===== config.mk =====
export PLATFORM = sky130hd
export DESIGN_NAME = hdbn_line_encoder_top
export DESIGN_NICKNAME = d
export VERILOG_FILES = /design/src/rtl/hdbn_pkg.sv /design/src/rtl/hdbn_front.sv /design/src/rtl/hdbn_cmd_fifo.sv /design/src/rtl/hdbn_back.sv /design/src/rtl/hdbn_line_encoder_top.sv
export SDC_FILE = /design/constraint.sdc
export NUM_CORES = 1
export LEC_CHECK = 0
export BUFFER_PORTS_ARGS = -buffer_cell sky130_fd_sc_hd__buf_2
export CAP_MARGIN = 20
export CORE_ASPECT_RATIO = 1.25
export CORE_MARGIN = 5
export CORE_UTILIZATION = 40
export DETAILED_ROUTE_END_ITERATION = 8
export PLACE_DENSITY_LB_ADDON = 0.25
export REMOVE_ABC_BUFFERS = 1
export SLEW_MARGIN = 40
export SYNTH_ARGS = -nofsm -noshare
export SYNTH_HDL_FRONTEND = slang
export SYNTH_HIERARCHICAL = 1
export SYNTH_SLANG_ARGS = --single-unit
export TNS_END_PERCENT = 1

===== constraint.sdc =====
create_clock -name i_clk -period 5.15 [get_ports i_clk]
set_clock_uncertainty 0.15 [all_clocks]
set_input_delay 0.2575 -clock i_clk [delete_from_list [all_inputs] [get_ports i_clk]]
set_output_delay 0.2575 -clock i_clk [all_outputs]
set_load 0.05 [all_outputs]

===== src/rtl/hdbn_pkg.sv =====
`timescale 1ns / 1ps
`default_nettype none
// ----------------------------------------------------------------------------
// HDBn line encoder package
// Symbol codes, register indexes and the command item passed from the
// classifying front end to the window back end.
// ----------------------------------------------------------------------------
package hdbn_pkg;

    typedef logic signed [1:0] t_sym;

    localparam t_sym SYM_ZERO = 2'sb00;
    localparam t_sym SYM_POS  = 2'sb01;
    localparam t_sym SYM_NEG  = 2'sb11;

    localparam int CFG_IDX_W = 2;
    localparam int CFG_DAT_W = 3;
    localparam int ZRUN_W    = 3;

    typedef enum logic [CFG_IDX_W-1:0] {
        CFG_ZEROS_LIMIT = 2'd0,
        CFG_FIRST_V_NEG = 2'd1,
        CFG_FIRST_MARK  = 2'd2
    } t_cfg_idx;

    localparam logic [2:0] RST_ZEROS_LIMIT = 3'd3;
    localparam logic       RST_FIRST_V_NEG = 1'b1;
    localparam t_sym       RST_FIRST_MARK  = SYM_POS;

    // command fields are sized for the widest supported window
    localparam int MAX_N_LIMIT = 15;
    localparam int POS_W       = $clog2(MAX_N_LIMIT + 1);
    localparam int CNT_W       = $clog2(MAX_N_LIMIT + 2);

    localparam int QUEUE_DEPTH = 4;
    localparam int QUEUE_AW    = $clog2(QUEUE_DEPTH);

    typedef struct packed {
        t_sym             sym;
        logic             b_pulse;
        logic [POS_W-1:0] pos;
        logic [POS_W-1:0] b_slot;
        logic [CNT_W-1:0] count;
        logic             eos;
    } t_cmd;

endpackage
`default_nettype wire


===== src/rtl/hdbn_front.sv =====
`timescale 1ns / 1ps
`default_nettype none
// ----------------------------------------------------------------------------
// HDBn front end
// Holds the configuration, classifies each bit as mark, violation or space,
// decides the retroactive B pulse and the number of symbols to release.
// ----------------------------------------------------------------------------
module hdbn_front #(
    parameter int MAX_N = 7
) (
    input  wire                            i_clk,
    input  wire                            i_rst_n,
    input  wire                            i_cfg_valid,
    input  wire [hdbn_pkg::CFG_IDX_W-1:0]  i_cfg_index,
    input  wire [hdbn_pkg::CFG_DAT_W-1:0]  i_cfg_data,
    input  wire                            i_in_valid,
    output logic                           o_in_stall,
    input  wire                            i_data_bit,
    input  wire                            i_end_of_stream,
    input  wire                            i_q_full,
    output logic                           o_q_push,
    output hdbn_pkg::t_cmd                 o_q_cmd
);
    import hdbn_pkg::*;

    localparam int PW = $clog2(MAX_N + 1);
    localparam int CW = $clog2(MAX_N + 2);

    logic [2:0]        r_zlim;
    logic              r_fvn;
    t_sym              r_fmp;

    logic [PW-1:0]     r_fill, n_fill;
    logic [ZRUN_W-1:0] r_zrun, n_zrun;
    logic              r_lp_pos, n_lp_pos;
    logic              r_nvn, n_nvn;

    logic [PW-1:0]     n_lim;
    logic [CW-1:0]     total;
    logic [CW-1:0]     keep;
    logic [CW-1:0]     count;
    t_sym              sym;
    logic              b_pulse;

    always_comb begin
        n_lim    = (32'(r_zlim) > MAX_N) ? PW'(MAX_N) : PW'(r_zlim);
        n_zrun   = r_zrun;
        n_lp_pos = r_lp_pos;
        n_nvn    = r_nvn;
        b_pulse  = 1'b0;
        priority if (i_data_bit) begin
            sym      = r_lp_pos ? SYM_NEG : SYM_POS;
            n_lp_pos = !r_lp_pos;
            n_zrun   = '0;
        end else if (32'(r_zrun) >= 32'(n_lim)) begin
            sym      = r_nvn ? SYM_NEG : SYM_POS;
            b_pulse  = (r_lp_pos != !r_nvn) && (r_fill >= n_lim);
            n_lp_pos = !r_nvn;
            n_zrun   = '0;
            n_nvn    = !r_nvn;
        end else begin
            sym      = SYM_ZERO;
            n_zrun   = r_zrun + 1'b1;
        end
        total = CW'(r_fill) + 1'b1;
        if (i_end_of_stream) begin
            keep = '0;
        end else begin
            keep = (total > CW'(n_lim)) ? CW'(n_lim) : total;
        end
        count  = total - keep;
        n_fill = keep[PW-1:0];
        if (i_end_of_stream) begin
            n_zrun   = '0;
            n_lp_pos = (r_fmp == SYM_NEG);
            n_nvn    = r_fvn;
        end
    end

    assign o_in_stall      = i_q_full;
    assign o_q_push        = i_in_valid && !i_q_full;
    assign o_q_cmd.sym     = sym;
    assign o_q_cmd.b_pulse = b_pulse;
    assign o_q_cmd.pos     = POS_W'(r_fill);
    assign o_q_cmd.b_slot  = POS_W'(r_fill - n_lim);
    assign o_q_cmd.count   = CNT_W'(count);
    assign o_q_cmd.eos     = i_end_of_stream;

    always_ff @(posedge i_clk) begin
        if (!i_rst_n) begin
            r_zlim <= RST_ZEROS_LIMIT;
            r_fvn  <= RST_FIRST_V_NEG;
            r_fmp  <= RST_FIRST_MARK;
        end else if (i_cfg_valid) begin
            unique case (i_cfg_index)
                CFG_ZEROS_LIMIT: r_zlim <= i_cfg_data;
                CFG_FIRST_V_NEG: r_fvn  <= i_cfg_data[0];
                CFG_FIRST_MARK:  r_fmp  <= i_cfg_data[1:0];
                default: ;
            endcase
        end
    end

    always_ff @(posedge i_clk) begin
        if (!i_rst_n) begin
            r_fill   <= '0;
            r_zrun   <= '0;
            r_lp_pos <= (RST_FIRST_MARK == SYM_NEG);
            r_nvn    <= RST_FIRST_V_NEG;
        end else if (o_q_push) begin
            r_fill   <= n_fill;
            r_zrun   <= n_zrun;
            r_lp_pos <= n_lp_pos;
            r_nvn    <= n_nvn;
        end
    end

endmodule
`default_nettype wire


===== src/rtl/hdbn_cmd_fifo.sv =====
`timescale 1ns / 1ps
`default_nettype none
// ----------------------------------------------------------------------------
// HDBn command queue
// Short queue of command items between the front end and the back end.
// ----------------------------------------------------------------------------
module hdbn_cmd_fifo (
    input  wire            i_clk,
    input  wire            i_rst_n,
    input  wire            i_push,
    input  hdbn_pkg::t_cmd i_cmd,
    output logic           o_full,
    input  wire            i_pop,
    output logic           o_valid,
    output hdbn_pkg::t_cmd o_cmd
);
    import hdbn_pkg::*;

    t_cmd                r_mem [QUEUE_DEPTH];
    logic [QUEUE_AW-1:0] r_wr;
    logic [QUEUE_AW-1:0] r_rd;
    logic [QUEUE_AW:0]   r_cnt;
    logic                push_ok;
    logic                pop_ok;

    assign o_full  = (r_cnt == (QUEUE_AW + 1)'(QUEUE_DEPTH));
    assign o_valid = (r_cnt != '0);
    assign o_cmd   = r_mem[r_rd];
    assign push_ok = i_push && !o_full;
    assign pop_ok  = i_pop && o_valid;

    always_ff @(posedge i_clk) begin
        if (push_ok) begin
            r_mem[r_wr] <= i_cmd;
        end
    end

    always_ff @(posedge i_clk) begin
        if (!i_rst_n) begin
            r_wr  <= '0;
            r_rd  <= '0;
            r_cnt <= '0;
        end else begin
            if (push_ok) begin
                r_wr <= r_wr + 1'b1;
            end
            if (pop_ok) begin
                r_rd <= r_rd + 1'b1;
            end
            r_cnt <= r_cnt + (QUEUE_AW + 1)'(push_ok) - (QUEUE_AW + 1)'(pop_ok);
        end
    end

endmodule
`default_nettype wire


===== src/rtl/hdbn_back.sv =====
`timescale 1ns / 1ps
`default_nettype none
// ----------------------------------------------------------------------------
// HDBn back end
// Holds the symbol window, applies each command (new symbol, B pulse) and
// releases the oldest symbols via the output register, one per unstalled cycle.
// ----------------------------------------------------------------------------
module hdbn_back #(
    parameter int MAX_N = 7
) (
    input  wire              i_clk,
    input  wire              i_rst_n,
    input  wire              i_q_valid,
    input  hdbn_pkg::t_cmd   i_cmd,
    output logic             o_pop,
    output logic             o_out_valid,
    input  wire              i_out_stall,
    output hdbn_pkg::t_sym   o_symbol,
    output logic             o_final_symbol
);
    import hdbn_pkg::*;

    localparam int PW = $clog2(MAX_N + 1);
    localparam int CW = $clog2(MAX_N + 2);

    t_sym          r_win [MAX_N+1];
    logic [CW-1:0] r_left;
    logic          r_eos;
    logic          r_out_valid;
    t_sym          r_out_sym;
    logic          r_out_final;

    t_sym          ins   [MAX_N+1];
    t_sym          src   [MAX_N+1];
    t_sym          sh    [MAX_N+1];
    logic          run;
    logic          can_out;
    logic          emit;
    logic [CW-1:0] cmd_cnt;
    logic [CW-1:0] src_left;
    logic          src_eos;

    always_comb begin
        ins = r_win;
        ins[i_cmd.pos[PW-1:0]] = i_cmd.sym;
        if (i_cmd.b_pulse) begin
            ins[i_cmd.b_slot[PW-1:0]] = i_cmd.sym;
        end
        run      = (r_left != '0);
        can_out  = !r_out_valid || !i_out_stall;
        cmd_cnt  = i_cmd.count[CW-1:0];
        o_pop    = i_q_valid && !run && ((cmd_cnt == '0) || can_out);
        emit     = can_out && (run || (i_q_valid && (cmd_cnt != '0)));
        src      = run ? r_win : ins;
        src_left = run ? r_left : cmd_cnt;
        src_eos  = run ? r_eos : i_cmd.eos;
        for (int k = 0; k < MAX_N; k++) begin
            sh[k] = src[k+1];
        end
        sh[MAX_N] = SYM_ZERO;
    end

    always_ff @(posedge i_clk) begin
        if (emit) begin
            r_win       <= sh;
            r_eos       <= src_eos;
            r_out_sym   <= src[0];
            r_out_final <= src_eos && (src_left == CW'(1));
        end else if (o_pop) begin
            r_win <= ins;
        end
    end

    always_ff @(posedge i_clk) begin
        if (!i_rst_n) begin
            r_left      <= '0;
            r_out_valid <= 1'b0;
        end else begin
            if (emit) begin
                r_left <= src_left - 1'b1;
            end
            if (can_out) begin
                r_out_valid <= emit;
            end
        end
    end

    assign o_out_valid    = r_out_valid;
    assign o_symbol       = r_out_sym;
    assign o_final_symbol = r_out_final;

endmodule
`default_nettype wire


===== src/rtl/hdbn_line_encoder_top.sv =====
`timescale 1ns / 1ps
`default_nettype none
// ----------------------------------------------------------------------------
// HDBn line encoder top level
// Streams one data bit per item in and ternary line symbols out.
// ----------------------------------------------------------------------------
// One bit is accepted per clock when the four-entry command queue has room.
// Output lags input by n symbols; in steady state each item releases one
// symbol, so throughput is one item per cycle while the output is not
// stalled. An end-of-stream item, or a lowered zeros_limit, releases up to
// MAX_N+1 symbols, one per cycle from the window register while the output
// is not stalled, and the queue absorbs input meanwhile. Each symbol reaches
// the output through the window and the output register.
module hdbn_line_encoder_top #(
    parameter int MAX_N = 7
) (
    input  wire                            i_clk,
    input  wire                            i_rst_n,
    input  wire                            i_cfg_valid,
    output logic                           o_cfg_ready,
    input  wire [hdbn_pkg::CFG_IDX_W-1:0]  i_cfg_index,
    input  wire [hdbn_pkg::CFG_DAT_W-1:0]  i_cfg_data,
    input  wire                            i_in_valid,
    output logic                           o_in_stall,
    input  wire                            i_data_bit,
    input  wire                            i_end_of_stream,
    output logic                           o_out_valid,
    input  wire                            i_out_stall,
    output logic signed [1:0]              o_symbol,
    output logic                           o_final_symbol
);
    import hdbn_pkg::*;

    logic q_push;
    logic q_full;
    logic q_pop;
    logic q_valid;
    t_cmd push_cmd;
    t_cmd q_cmd;

    assign o_cfg_ready = 1'b1;

    hdbn_front #(
        .MAX_N (MAX_N)
    ) u_front (
        .i_clk           (i_clk),
        .i_rst_n         (i_rst_n),
        .i_cfg_valid     (i_cfg_valid),
        .i_cfg_index     (i_cfg_index),
        .i_cfg_data      (i_cfg_data),
        .i_in_valid      (i_in_valid),
        .o_in_stall      (o_in_stall),
        .i_data_bit      (i_data_bit),
        .i_end_of_stream (i_end_of_stream),
        .i_q_full        (q_full),
        .o_q_push        (q_push),
        .o_q_cmd         (push_cmd)
    );

    hdbn_cmd_fifo u_queue (
        .i_clk   (i_clk),
        .i_rst_n (i_rst_n),
        .i_push  (q_push),
        .i_cmd   (push_cmd),
        .o_full  (q_full),
        .i_pop   (q_pop),
        .o_valid (q_valid),
        .o_cmd   (q_cmd)
    );

    hdbn_back #(
        .MAX_N (MAX_N)
    ) u_back (
        .i_clk          (i_clk),
        .i_rst_n        (i_rst_n),
        .i_q_valid      (q_valid),
        .i_cmd          (q_cmd),
        .o_pop          (q_pop),
        .o_out_valid    (o_out_valid),
        .i_out_stall    (i_out_stall),
        .o_symbol       (o_symbol),
        .o_final_symbol (o_final_symbol)
    );

`ifndef SYNTH
    a_pop_needs_item: assert property (@(posedge i_clk) disable iff (!i_rst_n)
        q_pop |-> q_valid)
        else $error("queue popped while empty");

    a_eos_releases: assert property (@(posedge i_clk) disable iff (!i_rst_n)
        (q_valid && q_cmd.eos) |-> (q_cmd.count != '0))
        else $error("end of stream item releases no symbol");

    a_b_slot_held: assert property (@(posedge i_clk) disable iff (!i_rst_n)
        (q_valid && q_cmd.b_pulse) |-> (q_cmd.b_slot <= q_cmd.pos))
        else $error("B pulse slot beyond window");

    a_count_bound: assert property (@(posedge i_clk) disable iff (!i_rst_n)
        q_valid |-> (q_cmd.count <= CNT_W'(MAX_N + 1)))
        else $error("release count exceeds window depth");
`endif

endmodule
`default_nettype wire


== Yosys cells after proc, flatten, opt, wreduce, memory -nomap -nowiden ==
Memory sizes are Yosys's and may differ from the RTL's. A register that Yosys moved wholly into a read port is not among the register bits.
Index checks and enable logic that the tools add are counted.
Widths: inputs -> output; s select.
Storage, ports and cells
  register bits after elaboration: 46
  RAM bits: 60
  input port bits: 12
  output and inout bits: 6
  logic and storage cells: 114
  memories: 1
Operators by class
  add/subtract/negate cells: 9
  $lt $le $gt $ge: 7
  equal/unequal tests: 7
  mux-type cells: 32
  bitwise operators: 2
  reductions and logical operators: 33
Memories
  u_queue.r_mem: depth 4, bits a word 15, rd ports 1, clocked after memory_dff 1, wr ports 1, line hdbn_cmd_fifo.sv:19  | t_cmd r_mem [QUEUE_DEPTH];
Operators with widths (number)
  $mux 16: 4
  $bwmux 16: 2
  $mux 2: 8
  $demux 2 s3: 2
  $mux 4: 3
  $logic_and 1x1->1: 11
  $mux 1: 10
  $mux 3: 3
  $ge 4x4->1 const B: 2
  $lt 4x1->1 const B: 2
  $not 3->4: 2
  $reduce_and 2->1: 4
  $reduce_bool 4->1: 2
  $ge 3x3->1: 2
  $logic_not 1->1: 6
  $reduce_bool 3->1: 2
  $add 2x1->2 const B: 2
  $add 3x1->4 const B: 1
  $eq 2x1->1 const B: 2
  $eq 4x1->1 const B: 1
  $gt 4x3->1: 1
  $logic_not 4->1: 1
  $reduce_bool 2->1: 2
  $sub 3x3->4: 1
  other kinds (12): 14

== Logic depth before layout (Yosys ltp) ==
Gate-level depths: netlist (run 1).
  depth after elaboration: 10
  gate-level depth with buffers: 15
  mapped depth without buffers: 13

== Cells and area by module ==
Netlist (run 1), hierarchy kept.
Modules (own cells, without submodules)
  hdbn_cmd_fifo: times used 1, cells each 137, area an instance 2984.1 µm², seq. area each 2222.1 µm²
  hdbn_back: times used 1, cells each 157, area an instance 1634.1 µm², seq. area each 680.7 µm²
  hdbn_front: times used 1, cells each 134, area an instance 1147.4 µm², seq. area each 280.3 µm²
  hdbn_line_encoder_top: times used 1, cells each 2, area an instance 11.3 µm², seq. area each 0.0 µm²

== Worst setup path before layout (run 1) ==
OpenSTA, ideal clock, no wires.
  path type: register to register
  start point: register (tool-made name)
  end point: register u_queue.r_cnt[2]
  library setup time: 0.115 ns
  data arrival time: 3.264 ns
  required time: 4.885 ns
  slack: 1.621 ns
  stages on the path, launching flop included: 14
  buffers on the path: 1
  clock period less this slack: 3.529 ns
  cell sequence: dfxtp_1 -> buf_6 -> mux4_1 -> or4_1 -> a31oi_1 -> o31a_1 -> ha_1 -> inv_1 -> ha_1 -> inv_1 -> fa_1 -> xnor2_1 -> xnor2_1 -> and2_1
RTL lines
  to (signal assigned): line hdbn_cmd_fifo.sv:50  | r_cnt <= r_cnt + (QUEUE_AW + 1)'(push_ok) - (QUEUE_AW + 1)'(pop_ok);
  to (decl): line hdbn_cmd_fifo.sv:22  | logic [QUEUE_AW:0] r_cnt;

==> impl_results.md, run 1 <==
- Final Wtd Congestion: 0.827
- First-pass GRT wire length: 16500 um
- Crit Path Class: reg2reg
- Yosys warnings: 6
- Initial antenna violation count: 0
- Area of the die: around 16000 um2
- Post-Synthesis Cells: 409
- Post-CTS Setup Bufs: 0
- Maximum fanout along the worst path: 14
- Unrepaired setup endpoints after global routing: no
- Post-Route Utilization: 44.0%
- Drt drc: 0
- Worst setup EP type: flip-flop
- Via count: 3220
- # resized after CTS: 0
- Vias in the first global route: 3313
- Grt ovf: 0
- Crit path DAT: 3.93 ns
- Vias per inst: 5.42
- Max-cap violation count: 0
- Antenna-violating nets left: 0
- DP HPWL: between 6000 and 7000 um
- CTS max path bufs: 2
- Max Slew Vio Count: 0
- Number of CTS-inserted buffers: 9
- # rows: 47
- TritonCTS sink count: 104
- Relative slew slack: between 40% and 50%
- CTS Root Cell: clkbuf_16
- Nets: 456
- Port bufs: 16
- Area growth syn-to-layout: 8.62%
- Die width: 113 um
- ANT cells: 0
- Period minus WS final: roughly 3.9 ns
- Worst slew pin tran: 0.791 ns
- Req. time, crit path: 5.23 ns
- Mapped Area: 5310 um2
- Routed len/inst: ~17 um
- H-tree Lvls: 3
- Critical Path Start Type: flip-flop
- CTS tree: done
- Power Density: 578 nW/um2
- Final setup fails: 0
- Fin. Hold Viols: 0
- Post-route clock period utilization: 74.8%
- Drt first pass iters: 4
- Final setup TNS: 0 ns
- Clk_lat worst skew: between 0.3 and 0.4 ns
- I/O pins: 18
- Filler cells: around 1200
- Status: finished clean
- Hold WC Path Type: in2reg
- Max Freq: 0.260 GHz
- Die Span Y: 139 um
- Total Routing Usage GR: 13.1%
- Largest net degree at the start of global routing: 28
- Initial detailed-routing violation count: around 160
- Syn avg cell area: ~13 um2
- Final WL: a little under 10000 um
- Peak VDD IR: 245 uV
- Initial Utilization: 40.5%
- Fraction of layout cells with a size suffix above 1: 14.2%
- Leak: between 2 and 2.5 nW
- Hold Buf Count CTS: 0
- Reg clk slew, reported paths: 0.07 ns
- Core Region: 13100 um2
flip-flops by register name, indices dropped and copies added (netlist names), named ones only:
| signal | cells |
|---|---|
| u_back/o_out_valid | 1 |
| u_front/n_lim | 3 |
| u_front/r_lp_pos | 1 |
| u_back/r_left | 4 |
| u_front/r_fill | 3 |
| u_queue/r_wr | 2 |
| u_queue/r_mem | 56 |
| u_back/r_win | 16 |
| u_back/o_final_symbol | 1 |
| u_front/r_fmp | 2 |
| u_front/r_fvn | 1 |
| u_back/r_eos | 1 |
| u_front/r_zrun | 3 |
| u_queue/r_rd | 2 |
| u_queue/r_cnt | 3 |
| u_back/o_symbol | 2 |
| u_front/r_nvn | 1 |
report_power, final:
group / total, W / internal, W / switching (W)
clock network: 0.000678 / 0.000389 / 0.000289
logic: 0.00136 / 0.000524 / 0.000835
registers: 0.00130 / 0.00119 / 0.000107
total: 0.00334 / 0.00211 / 0.00123
per-stage QoR:
stage	hold WS (ns)	cells	setup WS (ns)	instance area, um2	power, W
floorplan	0.169	389	1.25	5150	0.00232
global placement	0.307	578	1.32	5460	0.00263
detailed placement	0.309	578	1.23	5460	0.00267
CTS	0.00681	594	1.23	5760	0.00337
global route	0.0185	594	1.09	5770	0.00356
finish	0.0245	594	1.30	5770	0.00334
final timing paths:
path         slack [ns]                            to  depth (start not counted)                          from
max                1.30   u_queue/r_cnt[2]$_SDFF_PN0_                         13                     flip-flop
min                0.02    u_front/r_fvn$_SDFFE_PN1P_                          3                 i_cfg_data[0]
max reg2reg        1.30   u_queue/r_cnt[2]$_SDFF_PN0_                         13                     flip-flop
min reg2reg        0.32  u_back/r_win[0]$_SDFFE_PN0P_                          1  u_back/r_win[0]$_SDFFE_PN0P_
routing by layer:
layer,wire (um),GRT usage (%)
met1,4300,16.1
met2,5240,22.8
met4,114,5.57
met5,0,0
met3,233,1.88
layout by cell type, fill, tap and decap left out, types with 8 or more instances in the layout:
| cell type | n |
|---|---|
| a21oi_1 | 14 |
| nor2_1 | 16 |
| buf_2 | 16 |
| mux4_2 | 8 |
| clkbuf_16 | 9 |
| o21ai_0 | 10 |
| edfxtp_1 | 74 |
| dfxtp_1 | 30 |
| mux2i_1 | 36 |
| nand2_1 | 30 |
| o22ai_1 | 14 |
| inv_1 | 22 |
| nand3b_1 | 8 |
| ha_1 | 22 |
cell type report:
class | instances | area (um2) | share of cell area (%)
tap | 171 | 214 | 3.71
clock inverter | 5 | 56.3 | 0.976
clock buffer | 11 | 243 | 4.21
inverter | 22 | 82.6 | 1.43
sequential | 104 | 2820 | 48.9
timing repair buffer | 18 | 95.1 | 1.65
multi-input combinational | 263 | 2250 | 39.1
worst max-delay path, stage by stage, from the launching register on:
cell and delay (ns):
dfxtp_1 0.31, buf_4 0.26, mux4_1 0.65, or4_1 0.61
a31oi_1 0.29, o31a_1 0.23, ha_1 0.24, inv_1 0.05
ha_1 0.12, inv_1 0.04, fa_1 0.37, xnor2_1 0.14
xnor2_1 0.13, and2_1 0.15
No activity file was read; power rests on OpenSTA's default activity.
==> run 2, diff against run 1 <==
clock period = 3.48 ns   (was 5.15 ns; I/O delays follow)
==> impl_results.md, run 2 (synthesis gave the netlist of run 1 again) <==
- Reg2Reg Setup Slack: 0.18 ns (-1.12 ns)
- Total Routing Usage GR: 12.8% (-0.32 points)
- Fin. Hold Viols: 0 (unchanged)
- Largest registers: u_queue/r_mem: 56 flops, u_back/r_win: 16 flops, u_back/r_left: 4 flops
- Routed len/inst: 15.9 um (-4.4%)
- Worst setup EP type: flip-flop
- Pwr Total: 0.00508 W (+52%)
- Top reg by flops: u_queue/r_mem
- Post-CTS Setup Bufs: 0 (unchanged)
- Via count: 3292 (+2.2%)
- Worst slew pin tran: 0.584 ns (-0.207 ns)
- Initial antenna violation count: 0 (unchanged)
- CTS Root Cell: clkbuf_16
- Reg-to-Reg End: u_queue/r_cnt[2]$_SDFF_PN0_
- Relative slew slack: 61.1% (+14 points)
- Drt first pass iters: 4 (unchanged)
- Final setup TNS: 0 ns (unchanged)
- CTS tree: done
- Crit Path Class: reg2reg
- DP HPWL: 6930 um (+0.72%)
- Core Region: 13100 um2 (unchanged)
- Die Span Y: 139 um (unchanged)
- Filler cells: 1190 (-0.75%)
- Leak: 2.29 nW (+5.3%)
- Area growth syn-to-layout: 12.6%
- Power Density: 850 nW/um2 (+47%)
- Max Slew Vio Count: 0 (unchanged)
- H-tree Lvls: 3 (unchanged)
- Hold Slack: 0.0234 ns (-0.00109 ns)
- Grt ovf: 0 (unchanged)
- Vias per inst: 5.30 (-2.2%)
- Maximum fanout along the worst path: 4 (-10)
- CTS max path bufs: 2 (unchanged)
- Vias in the first global route: 3315 (+0.060%)
- Post-Route Utilization: 45.6% (+1.6 points)
- I/O pins: 18 (unchanged)
- Worst Hold Depth: 3 (unchanged)
- Initial detailed-routing violation count: 79 (-49%)
- First-pass GRT wire length: 16200 um (-2.0%)
- Number of CTS-inserted buffers: 9 (unchanged)
- Worst Hold End: u_front/n_lim[1]$_SDFFE_PN1P_
- Hold WC Path Type: in2reg
- Critical Path Start Type: flip-flop
- Reg2reg path depth: 12 (-1)
- Initial Utilization: 40.5% (unchanged)
- Unrepaired setup endpoints after global routing: no
- ANT cells: 0 (unchanged)
- Clk_lat worst skew: 0.35 ns (about the same)
- Post-route clock period utilization: 94.9% (+20 points)
- Final WL: 9880 um (about the same)
- Final setup fails: 0 (unchanged)
- Reg clk slew, reported paths: 0.08 ns (about the same)
- Req. time, crit path: 3.57 ns (-1.66 ns)
- Drt drc: 0 (unchanged)
- TritonCTS sink count: 104 (unchanged)
- Port bufs: 16 (unchanged)
- Max-cap violation count: 0 (unchanged)
- Area of the die: 15700 um2 (unchanged)
- Peak VDD IR: 468 uV (+91%)
- Fraction of layout cells with a size suffix above 1: 20.2% (+6.0 points)
- Nets: 483 (+5.9%)
- Final Wtd Congestion: 0.804 (-2.8%)
- Largest net degree at the start of global routing: 28 (unchanged)
- Largest register FFs: 56 (unchanged)
- Status: finished clean
- Die width: 113 um (unchanged)
- Period minus WS final: 3.30 ns (-0.552 ns)
- Most frequent cells in the layout: 74 x edfxtp_1, 36 x mux2i_1, 30 x nand2_1
- Min-delay src: i_cfg_index[1]
- Commonest non-fill, non-tap cell in the layout: edfxtp_1
- Crit path DAT: 3.39 ns (-0.54 ns)
- Antenna-violating nets left: 0 (unchanged)
- Max Freq: 0.303 GHz (+17%)
- # rows: 47 (unchanged)
run 2: timing repair:
item                                   in CTS  in global routing
pin swaps                                   0                  1
resized for setup                           1                  9
hold buffers                                4                  0
setup endpoints to repair                   1                  5
endpoints found under the hold margin       7                  0
run 2: where the power goes:
part / internal (W) / switching (W)
clock network: 0.000501 / 0.000479
registers: 0.00176 / 0.000156
logic: 0.000913 / 0.00127
run 2: final cells by class:
class / count / area (um2) / share of cell area, %
Multi-Input combinational cell: 263 / 2260 / 37.8
Clock buffer: 9 / 225 / 3.77
Tap cell: 171 / 214 / 3.58
Inverter: 22 / 82.6 / 1.38
Sequential cell: 104 / 2830 / 47.3
Timing Repair Buffer: 45 / 308 / 5.15
Clock inverter: 7 / 62.6 / 1.05
run 2: metal layers:
| layer | track usage (%) | vias up | routed length, um |
|---|---|---|---|
| met5 | 0 | - | 0 |
| met4 | 4.30 | 0 | 134 |
| met3 | 2.62 | 12 | 289 |
| met2 | 22.3 | 40 | 5080 |
| met1 | 15.7 | 1631 | 4380 |
| li1 | - | 1609 | - |
run 2: worst max path at each step:
| stage | startpoint | to | cells after the start |
|---|---|---|---|
| after CTS | flip-flop | u_queue/r_cnt[2]$_SDFF_PN0_ | 13 |
| after global placement | flip-flop | u_queue/r_cnt[2]$_SDFF_PN0_ | 12 |
| after detailed placement | flip-flop | u_queue/r_cnt[2]$_SDFF_PN0_ | 13 |
| after global routing | flip-flop | u_queue/r_cnt[2]$_SDFF_PN0_ | 13 |
| final | flip-flop | u_queue/r_cnt[2]$_SDFF_PN0_ | 12 |
| after floorplan | flip-flop | u_queue/r_cnt[2]$_SDFF_PN0_ | 12 |
run 2: worst max-delay path: stages (launching register included):
cell,delay [ns]
dfxtp_4,0.38
mux4_2,0.51
or4_4,0.57
a31oi_4,0.15
o31a_1,0.18
ha_1,0.23
inv_1,0.06
ha_1,0.13
inv_1,0.05
fa_1,0.37
xnor2_1,0.14
xnor2_1,0.13
and2_1,0.15
run 2: metrics by stage:
| step | cells | cell area [um2] | setup WS (ns) |
|---|---|---|---|
| finish | 621 | 5980 | 0.179 |
| floorplan | 389 | 5150 | -0.421 |
| global route | 621 | 5980 | 0.00889 |
| CTS | 621 | 5960 | 0.00685 |
| global placement | 601 | 5630 | 0.0231 |
| detailed placement | 601 | 5630 | -0.0393 |
